## config.mk

```make
export PLATFORM = sky130hd
export DESIGN_NAME = expanding_ring_frame_generator_unit
export DESIGN_NICKNAME = d
export VERILOG_FILES = /design/src/rtl/erfg_pkg.sv /design/src/rtl/expanding_ring_frame_generator_unit.sv
export SDC_FILE = /design/constraint.sdc
export NUM_CORES = 1
export LEC_CHECK = 0
export ABC_CLOCK_PERIOD_IN_PS = 5820
export BUFFER_PORTS_ARGS = -buffer_cell sky130_fd_sc_hd__buf_2
export CORE_AREA = 2 2 195 197
export CTS_CLUSTER_DIAMETER = 100
export DETAILED_ROUTE_END_ITERATION = 8
export DIE_AREA = 0 0 197 199
export PLACE_DENSITY = 0.59
export SLEW_MARGIN = 25
export SYNTH_ARGS = -nofsm -noshare
export SYNTH_HDL_FRONTEND = slang
export SYNTH_SLANG_ARGS = --single-unit
```

## constraint.sdc

```tcl
create_clock -name clock -period 5.82 [get_ports clock]
set_input_delay 0.291 -clock clock [delete_from_list [all_inputs] [get_ports clock]]
set_output_delay 0.291 -clock clock [all_outputs]
set_load 0.005 [all_outputs]
```

## src/rtl/erfg_pkg.sv

```systemverilog
// ============================================================================
// Expanding ring frame generator package
// Shared constants and helper functions for the ring sequence: phase
// codes, phase lengths, ring endpoints and the ring of a panel position.
// ============================================================================
package erfg_pkg;

   // Fade and dwell defaults.
   localparam int unsigned FADE_STEPS           = 16;
   localparam logic [15:0] DEFAULT_HOLD_FRAMES  = 16'd30;
   localparam logic [15:0] DEFAULT_CROSS_FRAMES = 16'd30;

   // Mix arithmetic constants.
   localparam logic [7:0]  MIX_FULL   = 8'd255;
   localparam logic [15:0] ROUND_BIAS = 16'd127;

   // Panel geometry.
   localparam logic [5:0] LAST_PIXEL = 6'd63;

   // Sequence phase codes.
   localparam logic [3:0] PH_FADE_IN   = 4'd0;
   localparam logic [3:0] PH_HOLD_ONE  = 4'd1;
   localparam logic [3:0] PH_OUT_12    = 4'd2;
   localparam logic [3:0] PH_OUT_23    = 4'd3;
   localparam logic [3:0] PH_OUT_34    = 4'd4;
   localparam logic [3:0] PH_HOLD_FOUR = 4'd5;
   localparam logic [3:0] PH_IN_43     = 4'd6;
   localparam logic [3:0] PH_IN_32     = 4'd7;
   localparam logic [3:0] PH_IN_21     = 4'd8;
   localparam logic [3:0] PH_HOLD_BACK = 4'd9;
   localparam logic [3:0] PH_FADE_OUT  = 4'd10;

   typedef logic [2:0] ring_type;

   // Fade phases ramp ring one in or out.
   function automatic logic is_fade(input logic [3:0] ph);
      return (ph == PH_FADE_IN) || (ph == PH_FADE_OUT);
   endfunction

   // Hold phases show one ring at full mix.
   function automatic logic is_hold(input logic [3:0] ph);
      return (ph == PH_HOLD_ONE) || (ph == PH_HOLD_FOUR) || (ph == PH_HOLD_BACK);
   endfunction

   // Phase following ph, wrapping after the fade out.
   function automatic logic [3:0] next_phase(input logic [3:0] ph);
      return (ph >= PH_FADE_OUT) ? PH_FADE_IN : ph + 4'd1;
   endfunction

   // Number of frames in a phase, using the effective dwell values.
   function automatic logic [16:0] phase_len(input logic [3:0] ph,
                                             input logic [15:0] inner_eff,
                                             input logic [15:0] step_eff);
      logic [16:0] len;
      if (is_fade(ph)) begin
         len = 17'(FADE_STEPS + 1);
      end else if (is_hold(ph)) begin
         len = {1'b0, inner_eff};
      end else begin
         len = {1'b0, step_eff} + 17'd1;
      end
      return len;
   endfunction

   // Ring that a crossfade leaves; holds use the same ring on both ends.
   function automatic ring_type ring_from(input logic [3:0] ph);
      ring_type r;
      case (ph)
         PH_OUT_23:    r = 3'd2;
         PH_OUT_34:    r = 3'd3;
         PH_HOLD_FOUR: r = 3'd4;
         PH_IN_43:     r = 3'd4;
         PH_IN_32:     r = 3'd3;
         PH_IN_21:     r = 3'd2;
         default:      r = 3'd1;
      endcase
      return r;
   endfunction

   // Ring that a crossfade enters.
   function automatic ring_type ring_to(input logic [3:0] ph);
      ring_type r;
      case (ph)
         PH_OUT_12:    r = 3'd2;
         PH_OUT_23:    r = 3'd3;
         PH_OUT_34:    r = 3'd4;
         PH_HOLD_FOUR: r = 3'd4;
         PH_IN_43:     r = 3'd3;
         PH_IN_32:     r = 3'd2;
         default:      r = 3'd1;
      endcase
      return r;
   endfunction

   // Distance of one axis coordinate from the central pair, columns 3 and 4.
   function automatic logic [1:0] axis_dist(input logic [2:0] c);
      logic [1:0] d;
      if (c < 3'd3) begin
         d = 2'(3'd3 - c);
      end else if (c > 3'd4) begin
         d = 2'(c - 3'd4);
      end else begin
         d = 2'd0;
      end
      return d;
   endfunction

   // Ring of a pixel: one plus its Chebyshev distance from the center block.
   function automatic ring_type ring_of(input logic [5:0] pos);
      logic [1:0] dx;
      logic [1:0] dy;
      dx = axis_dist(pos[2:0]);
      dy = axis_dist(pos[5:3]);
      return (dx > dy) ? {1'b0, dx} + 3'd1 : {1'b0, dy} + 3'd1;
   endfunction

endpackage

```

## src/rtl/expanding_ring_frame_generator_unit.sv

```systemverilog
// ============================================================================
// Expanding ring frame generator unit
// Renders one 8x8 white frame per frame tick request and streams its 64
// pixel levels in row order, driving a looping fade and crossfade of rings.
// ============================================================================
//
//   Channel  Direction  Handshake              Payload
//   req_     in         req_valid / req_stall  req_frame_tick
//   rsp_     out        rsp_valid / rsp_stall  rsp_pixel_index, rsp_white, rsp_last
//   csr_     in         csr_valid / csr_ready  csr_index, csr_data
//
// A frame request passes through a setup state, an 8-step mix division
// (crossfades only), two rounded level divisions of one load and 8 steps each
// on the shared divider, 64 pixel loads and the output register. Result stalls
// hold the pixel loads, req_stall is high for the whole frame, and a request
// with frame_tick low is taken without starting a frame.
// Reset is synchronous and restores the register defaults.
module expanding_ring_frame_generator_unit (
   input  logic       clock,
   input  logic       reset,
   // Frame requests
   input  logic       req_valid,
   output logic       req_stall,
   input  logic       req_frame_tick,
   // Pixel results
   output logic       rsp_valid,
   input  logic       rsp_stall,
   output logic [5:0] rsp_pixel_index,
   output logic [7:0] rsp_white,
   output logic       rsp_last,
   // Register writes
   input  logic       csr_valid,
   output logic       csr_ready,
   input  logic [1:0] csr_index,
   input  logic [15:0] csr_data
);
   import erfg_pkg::*;

   // Sequencer state codes.
   localparam logic [2:0] S_IDLE     = 3'd0;
   localparam logic [2:0] S_MIX      = 3'd1;
   localparam logic [2:0] S_DIV_MIX  = 3'd2;
   localparam logic [2:0] S_LOAD_OLD = 3'd3;
   localparam logic [2:0] S_DIV_OLD  = 3'd4;
   localparam logic [2:0] S_LOAD_NEW = 3'd5;
   localparam logic [2:0] S_DIV_NEW  = 3'd6;
   localparam logic [2:0] S_EMIT     = 3'd7;

   // Register indexes.
   localparam logic [1:0] REG_HOLD_FRAMES  = 2'd0;
   localparam logic [1:0] REG_CROSS_FRAMES = 2'd1;
   localparam logic [1:0] REG_ACTIVE_LEVEL = 2'd2;
   localparam logic [1:0] REG_INNER_LEVEL  = 2'd3;

   logic [15:0] hold_frames_ff, hold_frames_in;
   logic [15:0] cross_frames_ff, cross_frames_in;
   logic [7:0]  active_level_ff, active_level_in;
   logic [7:0]  inner_level_ff, inner_level_in;

   logic [2:0]  state_ff, state_in;
   logic [3:0]  phase_ff, phase_in;
   logic [15:0] fc_ff, fc_in;
   logic [5:0]  pos_ff, pos_in;

   logic [7:0]  mix_ff, mix_in;
   logic [7:0]  old_mix_ff, old_mix_in;
   logic [7:0]  old_w_ff, old_w_in;
   logic [7:0]  new_w_ff, new_w_in;

   // Shared divider registers.
   logic [23:0] rem_ff, rem_in;
   logic [23:0] dsh_ff, dsh_in;
   logic [7:0]  quo_ff, quo_in;
   logic [2:0]  cnt_ff, cnt_in;

   logic        rsp_valid_ff, rsp_valid_in;
   logic [5:0]  rsp_index_ff, rsp_index_in;
   logic [7:0]  rsp_white_ff, rsp_white_in;
   logic        rsp_last_ff, rsp_last_in;

   logic [15:0] inner_eff;
   logic [15:0] step_eff;
   logic        req_take;
   logic        csr_take;
   logic [3:0]  norm_phase;
   logic        div_ge;
   logic        div_done;
   logic        emit_load;
   logic [4:0]  fade_n;
   logic [7:0]  fade_mix;
   logic [15:0] scale_prod;
   ring_type    old_ring;
   ring_type    new_ring;
   ring_type    extent;
   ring_type    pix_ring;
   logic [7:0]  pix_white;
   logic [16:0] fc_next;

   assign inner_eff = (hold_frames_ff == 16'd0) ? DEFAULT_HOLD_FRAMES : hold_frames_ff;
   assign step_eff  = (cross_frames_ff == 16'd0) ? DEFAULT_CROSS_FRAMES : cross_frames_ff;

   assign req_stall = (state_ff != S_IDLE);
   assign req_take  = req_valid && !req_stall;
   assign csr_ready = 1'b1;
   assign csr_take  = csr_valid && csr_ready;

   assign rsp_valid       = rsp_valid_ff;
   assign rsp_pixel_index = rsp_index_ff;
   assign rsp_white       = rsp_white_ff;
   assign rsp_last        = rsp_last_ff;

   // Unused phase codes fold back to the fade in.
   assign norm_phase = (phase_ff > PH_FADE_OUT) ? PH_FADE_IN : phase_ff;

   // Fade mix is n*255/FADE_STEPS, n counting down during the fade out.
   assign fade_n   = (phase_ff == PH_FADE_OUT) ? 5'(5'(FADE_STEPS) - fc_ff[4:0])
                                               : fc_ff[4:0];
   assign fade_mix = 8'(({8'd0, fade_n} * 13'(MIX_FULL)) / FADE_STEPS);

   // Rings of the current phase.
   always_comb begin
      if (is_fade(phase_ff)) begin
         old_ring = 3'd0;
         new_ring = 3'd1;
         extent   = 3'd1;
      end else if (is_hold(phase_ff)) begin
         old_ring = 3'd0;
         new_ring = ring_to(phase_ff);
         extent   = ring_to(phase_ff);
      end else begin
         old_ring = ring_from(phase_ff);
         new_ring = ring_to(phase_ff);
         extent   = (old_ring > new_ring) ? old_ring : new_ring;
      end
   end

   // One restoring step of the shared divider: 8 quotient bits in 8 steps.
   assign div_ge   = (rem_ff >= dsh_ff);
   assign div_done = (cnt_ff == 3'd7);

   // Rounded level product for the ring being scaled.
   assign scale_prod = 16'(active_level_ff) *
                       16'((state_ff == S_LOAD_OLD) ? old_mix_ff : mix_ff) + ROUND_BIAS;

   // Pixel level for the position being emitted.
   assign pix_ring = ring_of(pos_ff);
   always_comb begin
      if (pix_ring == old_ring) begin
         pix_white = old_w_ff;
      end else if (pix_ring == new_ring) begin
         pix_white = new_w_ff;
      end else if (pix_ring < extent) begin
         pix_white = inner_level_ff;
      end else begin
         pix_white = 8'd0;
      end
   end

   assign emit_load = (state_ff == S_EMIT) && (!rsp_valid_ff || !rsp_stall);
   assign fc_next   = {1'b0, fc_ff} + 17'd1;

   // Register writes.
   always_comb begin
      hold_frames_in  = hold_frames_ff;
      cross_frames_in = cross_frames_ff;
      active_level_in = active_level_ff;
      inner_level_in  = inner_level_ff;
      if (csr_take) begin
         case (csr_index)
            REG_HOLD_FRAMES:  hold_frames_in  = csr_data;
            REG_CROSS_FRAMES: cross_frames_in = csr_data;
            REG_ACTIVE_LEVEL: active_level_in = csr_data[7:0];
            REG_INNER_LEVEL:  inner_level_in  = csr_data[7:0];
            default:          hold_frames_in  = hold_frames_ff;
         endcase
      end
   end

   // Frame sequencer.
   always_comb begin
      state_in     = state_ff;
      phase_in     = phase_ff;
      fc_in        = fc_ff;
      pos_in       = pos_ff;
      mix_in       = mix_ff;
      old_mix_in   = old_mix_ff;
      old_w_in     = old_w_ff;
      new_w_in     = new_w_ff;
      rem_in       = rem_ff;
      dsh_in       = dsh_ff;
      quo_in       = quo_ff;
      cnt_in       = cnt_ff;
      rsp_valid_in = rsp_valid_ff && rsp_stall;
      rsp_index_in = rsp_index_ff;
      rsp_white_in = rsp_white_ff;
      rsp_last_in  = rsp_last_ff;

      case (state_ff)
         S_IDLE: begin
            // A request with the tick set starts a frame; the phase ends
            // at once when the frame count already reaches its length.
            if (req_take && req_frame_tick) begin
               if ({1'b0, fc_ff} >= phase_len(norm_phase, inner_eff, step_eff)) begin
                  phase_in = next_phase(norm_phase);
                  fc_in    = 16'd0;
               end else begin
                  phase_in = norm_phase;
               end
               state_in = S_MIX;
            end
         end
         S_MIX: begin
            if (!is_fade(phase_ff) && !is_hold(phase_ff)) begin
               // Crossfade mix is frame*255/step length on the divider.
               rem_in   = {fc_ff, 8'h00} - 24'(fc_ff);
               dsh_in   = {1'b0, step_eff, 7'd0};
               cnt_in   = 3'd0;
               state_in = S_DIV_MIX;
            end else begin
               mix_in     = is_fade(phase_ff) ? fade_mix : MIX_FULL;
               old_mix_in = 8'd0;
               state_in   = S_LOAD_OLD;
            end
         end
         S_LOAD_OLD, S_LOAD_NEW: begin
            // Rounded scale (level*mix+127)/255 on the divider.
            rem_in   = 24'(scale_prod);
            dsh_in   = 24'(MIX_FULL) << 7;
            cnt_in   = 3'd0;
            state_in = (state_ff == S_LOAD_OLD) ? S_DIV_OLD : S_DIV_NEW;
         end
         S_DIV_MIX, S_DIV_OLD, S_DIV_NEW: begin
            rem_in = div_ge ? rem_ff - dsh_ff : rem_ff;
            dsh_in = dsh_ff >> 1;
            quo_in = {quo_ff[6:0], div_ge};
            cnt_in = cnt_ff + 3'd1;
            if (div_done) begin
               if (state_ff == S_DIV_MIX) begin
                  mix_in     = quo_in;
                  old_mix_in = MIX_FULL - quo_in;
                  state_in   = S_LOAD_OLD;
               end else if (state_ff == S_DIV_OLD) begin
                  old_w_in = quo_in;
                  state_in = S_LOAD_NEW;
               end else begin
                  new_w_in = quo_in;
                  pos_in   = 6'd0;
                  state_in = S_EMIT;
               end
            end
         end
         S_EMIT: begin
            // One pixel per cycle into the output register while the result is not stalled.
            if (emit_load) begin
               rsp_valid_in = 1'b1;
               rsp_index_in = pos_ff;
               rsp_white_in = pix_white;
               rsp_last_in  = (pos_ff == LAST_PIXEL);
               pos_in       = pos_ff + 6'd1;
               if (pos_ff == LAST_PIXEL) begin
                  // Count the frame and move on when the phase is complete.
                  if (fc_next >= phase_len(phase_ff, inner_eff, step_eff)) begin
                     phase_in = next_phase(phase_ff);
                     fc_in    = 16'd0;
                  end else begin
                     fc_in = fc_next[15:0];
                  end
                  state_in = S_IDLE;
               end
            end
         end
         default: begin
            state_in = S_IDLE;
         end
      endcase
   end

   // Control and register state.
   always_ff @(posedge clock) begin
      if (reset) begin
         hold_frames_ff  <= 16'd0;
         cross_frames_ff <= 16'd0;
         active_level_ff <= 8'd16;
         inner_level_ff  <= 8'd1;
         state_ff        <= S_IDLE;
         phase_ff        <= PH_FADE_IN;
         fc_ff           <= 16'd0;
         pos_ff          <= 6'd0;
         rsp_valid_ff    <= 1'b0;
      end else begin
         hold_frames_ff  <= hold_frames_in;
         cross_frames_ff <= cross_frames_in;
         active_level_ff <= active_level_in;
         inner_level_ff  <= inner_level_in;
         state_ff        <= state_in;
         phase_ff        <= phase_in;
         fc_ff           <= fc_in;
         pos_ff          <= pos_in;
         rsp_valid_ff    <= rsp_valid_in;
      end
   end

   // Datapath registers.
   always_ff @(posedge clock) begin
      mix_ff       <= mix_in;
      old_mix_ff   <= old_mix_in;
      old_w_ff     <= old_w_in;
      new_w_ff     <= new_w_in;
      rem_ff       <= rem_in;
      dsh_ff       <= dsh_in;
      quo_ff       <= quo_in;
      cnt_ff       <= cnt_in;
      rsp_index_ff <= rsp_index_in;
      rsp_white_ff <= rsp_white_in;
      rsp_last_ff  <= rsp_last_in;
   end

   // The phase register never leaves the defined sequence.
   assert property (@(posedge clock) disable iff (reset) phase_ff <= PH_FADE_OUT)
      else $error("phase register outside the sequence");

   // A frame tick request always starts the mix setup.
   assert property (@(posedge clock) disable iff (reset)
                    req_take && req_frame_tick |=> state_ff == S_MIX)
      else $error("frame request did not start a frame");

   // Pixels leave in order, one position further each load.
   assert property (@(posedge clock) disable iff (reset)
                    emit_load && pos_ff != LAST_PIXEL |=> pos_ff == $past(pos_ff) + 6'd1)
      else $error("pixel position skipped");

   // The last flag marks exactly the final pixel.
   assert property (@(posedge clock) disable iff (reset)
                    emit_load |=> rsp_last_ff == (rsp_index_ff == LAST_PIXEL))
      else $error("last flag on wrong pixel");

endmodule
```

# ---- Word level (Yosys, flattened, before mapping)
# Cells that the tools add are included.
dict set report classes {
  n_addsub 17
  multipliers 2
  order_cmp 13
  eq_ne 40
  muxes 81
  bitwise_logic 2
  reduce_logical 50
}
# operator count
set ops {}
lappend ops {{$mux 17} 9}
lappend ops {{$pmux 24 s3} 2}
lappend ops {{$mux 16} 7}
lappend ops {{$mux 8} 11}
lappend ops {{$mux 24} 3}
lappend ops {{$mux 3} 18}
lappend ops {{$add 16x1->17 const B} 2}
lappend ops {{$logic_not 16->1} 2}
lappend ops {{$mux 4} 8}
lappend ops {{$pmux 16 s2} 1}
lappend ops {{$pmux 8 s2} 2}
lappend ops {{$pmux 3 s3} 3}
lappend ops {{$ge 24x24->1} 1}
lappend ops {{$mux 6} 4}
lappend ops {{$sub 24x16->24} 1}
lappend ops {{$sub 24x24->24} 1}
lappend ops {{$eq 4x3->1 const B} 5}
lappend ops {{$eq 4x4->1 const B} 5}
lappend ops {{$ne 2x2->1 const B} 10}
lappend ops {{$ge 16x17->1} 1}
lappend ops {{$ge 17x17->1} 1}
lappend ops {{$add 16x7->16 const B} 1}
lappend ops {{$mul 8x8->16} 1}
lappend ops {{$reduce_and 4->1} 4}
lappend ops {{46 further kinds} 102}
dict set report totals {
  reg_bits 183
  inputBits 24
  output_inout_bits 18
}

# ---- Logic depth before layout (Yosys ltp)
# Gate-level depths: netlist (run 1).
dict set report depth {
  depth_word 13
  ltp_mapped 25
  depth_no_buf 21
}

# ---- Worst setup path after synthesis (run 1)
# Ideal clock, no wire load.
dict set report synth_timing {
  kind {flip-flop to flip-flop}
  from {register state_ff[1]}
  to {register rem_ff[15], data pin}
  setup_ns 0.265
  arrival_ns 5.349
  required_ns 5.555
  setup_slack_ns 0.206
  stages_incl_launch_ff 22
  synth_period_minus_slack_ns 5.614
  cell_sequence {dfxtp_1 -> clkbuf_1 -> nand3b_1 -> mux2i_1 -> nand2b_1 -> fa_1 -> fa_1 -> inv_1 -> fa_1 -> inv_1 -> fa_1 -> inv_1 -> ha_1 -> o21a_1 -> o21ai_0 -> o21bai_1 -> a21o_1 -> a2111oi_0 -> nor3_1 -> a31oi_1 -> xnor2_1 -> o21ai_1}
}
dict set report synth_via {
  elab_chain_cells 5
}
# element line_no
set synth_lines {}
lappend synth_lines {{start, declared} expanding_ring_frame_generator_unit.sv:60} ;# logic [2:0] state_ff, state_in;
lappend synth_lines {{start signal, assigned} expanding_ring_frame_generator_unit.sv:295} ;# state_ff <= state_in;
lappend synth_lines {{$eq 3x2->1} {expanding_ring_frame_generator_unit.sv:143, expanding_ring_frame_generator_unit.sv:198}}
lappend synth_lines {{$mux 8} expanding_ring_frame_generator_unit.sv:143} ;# 16'((state_ff == S_LOAD_OLD) ? old_mix_ff : mix_ff) + ROUND_BIAS;
lappend synth_lines {{$mul 8x8->16} expanding_ring_frame_generator_unit.sv:142} ;# assign scale_prod = 16'(active_level_ff) *
lappend synth_lines {{$add 16x7->16} expanding_ring_frame_generator_unit.sv:143}
lappend synth_lines {{$pmux 24 s3 (*)} expanding_ring_frame_generator_unit.sv:198} ;# case (state_ff)
lappend synth_lines {{net rem_in[15]} expanding_ring_frame_generator_unit.sv:71} ;# logic [23:0] rem_ff, rem_in;
lappend synth_lines {{end signal, assigned} expanding_ring_frame_generator_unit.sv:309} ;# rem_ff <= rem_in;
lappend synth_lines {{end, declared} expanding_ring_frame_generator_unit.sv:71}
# The timed path passes the listed nets; every way through them passes the cells marked *.
# A chain may end at the register's enable or synchronous reset.

# ---- Worst setup path after layout (run 1)
dict set report layout_timing {
  from {register state_ff[2]}
  to {register rem_ff[15], data pin}
}
# Same word-level chain as after synthesis.

==> results of run 1 <==
==> worst register-to-register path, cell delays in order (launching register included) <==
cell	delay, ns
dfxtp_1	0.33
nand3b_1	0.11
buf_4	0.19
mux2_2	0.43
and2_1	0.20
fa_1	0.46
fa_1	0.51
fa_1	0.49
inv_1	0.05
fa_1	0.53
inv_1	0.04
ha_1	0.33
o21a_1	0.21
o21ai_0	0.15
o21bai_1	0.12
a21o_1	0.22
a2111oi_2	0.36
nor3_1	0.14
a31oi_1	0.22
xnor2_1	0.14
o21ai_1	0.07
==> cell type report <==
type / instances / area (sq um) / area share
Timing Repair Buffer: 71 / 432.9 / 0.02707
Clock inverter: 15 / 210.2 / 0.01314
Sequential cell: 182 / 4684 / 0.2929
Clock buffer: 17 / 425.4 / 0.02660
Tap cell: 474 / 593.1 / 0.03708
Multi-Input combinational cell: 1260 / 9133 / 0.5710
Inverter: 137 / 514.2 / 0.03215
==> kinds of logic (layout without fill, tap and decap cells) <==
family / count (synthesis) / after routing
other cells: 1 / 1
buf+inv: 205 / 240
compound gates: 359 / 359
xor+xnor: 99 / 99
simple gates: 594 / 594
fa+ha+maj: 190 / 190
mux: 17 / 17
flops: 182 / 182
==> Yosys cell counts, types with 12 or more instances <==
master,count,share of area
dfxtp_1,78,0.11
nand3_1,41,0.014
a31oi_1,12,0.0051
nand2_1,239,0.061
clkbuf_1,42,0.011
o21ai_0,70,0.024
o21ai_1,19,0.0065
xnor2_1,55,0.033
a21o_1,24,0.012
buf_2,13,0.0045
inv_1,136,0.035
nor2b_1,18,0.0077
nor2_1,92,0.024
nor4_1,14,0.0060
fa_1,53,0.073
o211ai_1,21,0.011
and3_1,21,0.0090
nand4_1,13,0.0056
nor3_1,34,0.012
xor2_1,43,0.026
a21oi_1,116,0.040
nand2b_1,17,0.0073
o21a_1,12,0.0062
and2_1,39,0.017
edfxtp_1,104,0.21
ha_1,137,0.12
==> flip-flops by register name, indices dropped and copies added (netlist names), 4 cells and up <==
name,cells
inner_level_ff,8
quo_ff,7
mix_ff,8
old_w_ff,8
rem_ff,24
phase_ff,4
hold_frames_ff,16
dsh_ff,23
rsp_pixel_index,6
pos_ff,6
rsp_white,8
old_mix_ff,8
cross_frames_ff,16
fc_ff,16
active_level_ff,8
new_w_ff,8
==> routing by layer <==
metal  GRT usage  part of all wire  vias up
li1            -                 -     5809
met1      0.2904              0.46     5854
met2      0.3247              0.45      337
met3     0.02831             0.062       60
met4     0.06683             0.024        0
met5           0                 0        -
==> metrics by stage <==
stage / hold WS, ns / instance area [sq um] / setup WS [ns]
after global routing: 0.09242 / 15990 / 0.001205
after detailed placement: 0.4479 / 15330 / 0.2202
after global placement: 0.4444 / 15330 / 0.3133
after CTS: 0.06434 / 15970 / 0.2152
final: 0.07888 / 15990 / 0.3077
after floorplan: 0.4095 / 14610 / 0.2058
==> path summary, 6_finish.rpt <==
check | startpoint | endpoint | slack, ns | cells after the start
worst max-delay path | state_ff[2]$_SDFFE_PP0P_ | rem_ff[15]$_DFFE_PP_ | 0.31 | 20
worst min register to register | inner_level_ff[7]$_SDFFE_PP0P_ | inner_level_ff[7]$_SDFFE_PP0P_ | 0.46 | 2
worst max register to register | state_ff[2]$_SDFFE_PP0P_ | rem_ff[15]$_DFFE_PP_ | 0.31 | 20
worst min-delay path | csr_data[12] | cross_frames_ff[12]$_SDFFE_PP0P_ | 0.08 | 3
==> power groups by stage <==
stage | clock [uW] | combinational, uW | sequential (uW)
CTS | 1290 | 3510 | 1940
floorplan | 0 | 2570 | 1900
global placement | 0 | 3430 | 1960
detailed placement | 0 | 3480 | 1970
finish | 1270 | 3510 | 1930
global route | 1340 | 3940 | 1960
==> timing repair <==
item,4_1_cts,5_1_grt
setup buffers,0,0
endpoints found under the setup margin,0,1
hold buffers,0,0
gates resized for setup,0,2
==> flow_metrics.py, run 1 <==
metrics = {
    "run_status": {
        "status": "completed",
    },
    "floorplanning": {
        "die-height_um": 199,
        "core_area_sq_um": 37130,
        "die_area_sq_um": 39200,
        "rows": 71,
        "die_w_um": 197,
        "initial_core_util": 0.3934,
        "pin_count": 42,
    },
    "cts": {
        "clock_path_buffers": 2,
        "ctsHtreeMaxLevel": 4,
        "cts_tree": "built",
        "numCtsBuffers": 17,
        "numClockSinks": 182,
        "cts-root-buf": "clkbuf_16",
        "clkSlewWorstSetupHoldPaths_ns": 0.08,
        "insertion_delay_ns": 0.46,
    },
    "finish": {
        "drive_above_1_share": 0.09869,
        "final_cell_mix": "nand2_1 (239), ha_1 (137), inv_1 (136), a21oi_1 (114), edfxtp_1 (104)",
        "final_cells": 2156,
        "final_common_cell": "nand2_1",
        "n_fill_cell": 3705,
        "final_util": 0.4307,
        "nets": 1883,
        "antenna_cells": 0,
        "area_growth_syn_to_layout_pct": 9.482,
    },
    "timing": {
        "tns_ns": 0,
        "fin_crit_sh": 0.9471,
        "hold_viol": 0,
        "max_freq_mhz": 181.4,
        "period_needed_ns": 5.512,
        "max_slew_margin": 0.3902,
        "skew_ns": 0.02273,
        "rsz0062_at_grt": "no",
        "final-setup-viol-count": 0,
        "drv_slew": 0,
        "tightest_slew_ns": 0.9146,
    },
    "drt": {
        "avgViaCountPerCell": 5.594,
        "num_vias": 12060,
        "firstDrtPassIters": 7,
        "drc": 0,
        "detail-route-antenna-nets": 0,
        "drt_iter0_markers": 1048,
        "wire_per_inst_um": 18.43,
        "routed_wirelength_um": 39730,
    },
    "worst_setup_path": {
        "max_stage_delay_ns": 0.53,
        "cp.buffers_inverters": 3,
        "cp_common_cell": "fa_1",
        "worstSetupPathType": "register to register",
        "crit_family": "adder cells",
        "arrival_ns": 5.71,
        "crit_path_start_kind": "register",
        "critPathMaxFanout": 8,
        "cpMaxStageDelayCell": "fa_1",
        "crit_chain": "nand3b_1 -> buf_4 -> mux2_2 -> and2_1 -> fa_1 -> fa_1 -> fa_1 -> inv_1 -> fa_1 -> inv_1 -> ha_1 -> o21a_1 -> o21ai_0 -> o21bai_1 -> a21o_1 -> a2111oi_2 -> nor3_1 -> a31oi_1 -> xnor2_1 -> o21ai_1",
        "endpoint_kind": "register",
        "cp.required_ns": 6.02,
    },
    "flow_run": {
        "drv_cap": 0,
    },
    "place": {
        "dpl.hpwl_um": 29830,
        "place_congestion": 0.8856,
        "portBuffers": 40,
        "placedCellCount": 2124,
    },
    "yosys": {
        "yosys.area_share.simple": 0.2035,
        "synth_top_family_by_area": "simple AND/OR/NAND/NOR gates",
        "synthXorXnorAreaFrac": 0.05987,
        "synth_edf_count": 104,
        "synth_warnings": 0,
        "ys_ff_latch": 182,
        "async_flop_share": 0,
        "synthCells": 1647,
        "synth_adder_area_share": 0.1900,
        "avgSynthCellArea_sq_um": 8.869,
        "synth_ff_type": "edfxtp_1",
        "ys_types": 83,
        "syn_nets": 1861,
        "yosysSeqAreaShare": 0.3207,
        "netlist_area_sq_um": 14610,
        "synth-compound-area-share": 0.1556,
        "synth.area.mux_share": 0.01319,
    },
    "power_and_ir_drop": {
        "switching_share": 0.4462,
        "ir_drop_v": 0.0002215,
        "power_density_nw_per_um2": 419.9,
        "leakage_uw": 0.006775,
        "p_seq_frac": 0.288,
        "power.share.clock": 0.190,
        "internal_power_uw": 3719,
        "switchingPower_uw": 2997,
        "combPwrFrac": 0.522,
        "power_uw": 6716,
    },
    "global_routing": {
        "gr-total-overflow": 0,
        "grt_usage": 0.2056,
        "grt_pass1_wl_um": 62900,
        "grt_max_degree": 68,
        "antenna_found_initial": 1,
        "grt_pass1_vias": 11590,
    },
    "min_path": {
        "hold_class": "input pin to register",
    },
}
No activity file was read; power rests on OpenSTA's default activity.
==> inputs of run 2 (changes only) <==
- ABC_CLOCK_PERIOD_IN_PS: 5820 -> 4670
- clock period: 5.82 -> 4.67 ns (I/O delays scaled with it)
==> flow_metrics.py, run 2 (synthesis gave the netlist of run 1 again) <==
metrics = {
    "timing": {
        "period_needed_ns": 5.030,
        "max_slew_margin": 0.4205,
        "rsz0062_at_grt": "yes",
        "final-setup-viol-count": 6,
        "fin_crit_sh": 1.077,
        "tightest_slew_ns": 0.8660,
        "hold_viol": 0,
        "skew_ns": 0.02175,
        "fin_ws_ns": -0.3602,
        "fin_hold_ws_ns": 0.02281,
        "drv_slew": 0,
        "tns_ns": -1.899,
        "max_freq_mhz": 198.8,
    },
    "worst_setup_path": {
        "reg2reg_depth": 20,
        "critPathMaxFanout": 8,
        "r2r_setup_slack_ns": -0.36,
        "crit-reg2reg-launch": "state_ff[2]$_SDFFE_PP0P_",
        "crit_path_start_kind": "register",
        "crit_start": "state_ff[2]$_SDFFE_PP0P_",
        "r2r_end": "rem_ff[15]$_DFFE_PP_",
        "critical_path.endpoint": "rem_ff[15]$_DFFE_PP_",
        "arrival_ns": 5.22,
        "worstSetupPathType": "register to register",
        "cp.required_ns": 4.86,
        "endpoint_kind": "register",
    },
    "place": {
        "dpl.hpwl_um": 30630,
        "place_ws_ns": -0.4400,
        "place_congestion": 0.8866,
        "portBuffers": 40,
    },
    "cts": {
        "numClockSinks": 182,
        "cts_hold_buf": 0,
        "cts_tree": "built",
        "insertion_delay_ns": 0.46,
        "clock_path_buffers": 2,
        "clkSlewWorstSetupHoldPaths_ns": 0.08,
        "ctsHtreeMaxLevel": 4,
        "cts-root-buf": "clkbuf_16",
        "numCtsBuffers": 17,
    },
    "floorplanning": {
        "pin_count": 42,
        "rows": 71,
        "die_w_um": 197,
        "die_area_sq_um": 39200,
        "die-height_um": 199,
        "core_area_sq_um": 37130,
        "initial_core_util": 0.3934,
    },
    "finish": {
        "drive_above_1_share": 0.1891,
        "final_cell_mix": "nand2_1 (230), ha_1 (125), inv_1 (124), a21oi_1 (111), buf_4 (107)",
        "nets": 1967,
        "antenna_cells": 0,
        "regMostFlops": "rem_ff",
        "final_util": 0.4616,
        "largest_register_ffs": 24,
        "final_common_cell": "nand2_1",
        "area_growth_syn_to_layout_pct": 17.33,
        "largestRegisters": "rem_ff x24, dsh_ff x23",
    },
    "run_status": {
        "violations": "setup timing",
        "status": "finished with violations",
    },
    "drt": {
        "num_vias": 12310,
        "avgViaCountPerCell": 5.495,
        "routed_wirelength_um": 40630,
        "drt_iter0_markers": 926,
        "firstDrtPassIters": 5,
        "drc": 0,
        "detail-route-antenna-nets": 0,
        "wire_per_inst_um": 18.14,
    },
    "power_and_ir_drop": {
        "power_uw": 9119,
        "ir_drop_v": 0.0002911,
        "power_density_nw_per_um2": 532.0,
        "leakage_uw": 0.007280,
    },
    "global_routing": {
        "grt_pass1_vias": 11940,
        "grt_usage": 0.2100,
        "grt_pass1_wl_um": 64650,
        "grt_max_degree": 68,
        "gr-total-overflow": 0,
        "antenna_found_initial": 0,
    },
    "min_path": {
        "hold_class": "input pin to register",
    },
    "flow_run": {
        "drv_cap": 0,
    },
}
## run 2: metrics by stage
| step | cell area [sq um] | std cells |
|---|---|---|
| floorplan | 14770 | 1647 |
| global placement | 16040 | 2196 |
| detailed placement | 16040 | 2196 |
| CTS | 16830 | 2231 |
| global route | 17140 | 2240 |
| finish | 17140 | 2240 |
## run 2: layout make-up
class,instances,area (sq um)
timing repair buffer,155,1111
clock inverter,15,203.9
tap,474,593.1
multi-input combinational,1260,9604
fill,3616,19990
inverter,137,514.2
clock buffer,17,425.4
sequential,182,4687
## run 2: worst min-delay path by stage
stage / slack [ns] / start / endpoint / depth (start not counted)
finish: 0.02 / csr_data[12] / hold_frames_ff[12]$_SDFFE_PP0P_ / 3
global route: 0.02 / csr_data[11] / hold_frames_ff[11]$_SDFFE_PP0P_ / 3
CTS: 0.01 / csr_data[12] / hold_frames_ff[12]$_SDFFE_PP0P_ / 3
detailed placement: 0.45 / inner_level_ff[5]$_SDFFE_PP0P_ / inner_level_ff[5]$_SDFFE_PP0P_ / 2
global placement: 0.44 / inner_level_ff[5]$_SDFFE_PP0P_ / inner_level_ff[5]$_SDFFE_PP0P_ / 2
floorplan: 0.36 / csr_data[4] / active_level_ff[4]$_SDFFE_PP1P_ / 2
## run 2: layer usage
metal | global-route usage | wire length, um | share of wire | vias up
li1 | - | - | - | 5972
met1 | 0.3000 | 19440 | 0.48 | 6004
met2 | 0.3329 | 18720 | 0.46 | 281
met3 | 0.02848 | 1680 | 0.041 | 51
met4 | 0.05764 | 795 | 0.020 | 0
met5 | 0 | 0 | 0 | -
## run 2: critical path, stage by stage, from the launching register on
cell and delay (ns):
dfxtp_2 0.32, nand3b_1 0.19, buf_12 0.18, mux2_4 0.36, buf_6 0.14, and2_4 0.14, fa_1 0.49, fa_1 0.43
fa_1 0.51, inv_1 0.05, fa_1 0.54, inv_2 0.05, ha_4 0.21, o21ai_2 0.05, o21bai_1 0.11, a21o_1 0.21
a2111oi_4 0.30, nor3_2 0.09, a31oi_1 0.17, xnor2_1 0.14, o21ai_1 0.07
## run 2: timing repair
item / CTS / global route
setup buffers: 3 / 11
gates resized for setup: 34 / 55
setup endpoints to repair: 11 / 35
pin swaps: 14 / 42
## run 2: power by group
group / internal [uW] / total [uW] / switching, uW
Combinational: 2180 / 5160 / 2990
Sequential: 2240 / 2400 / 158
Clock: 782 / 1550 / 773
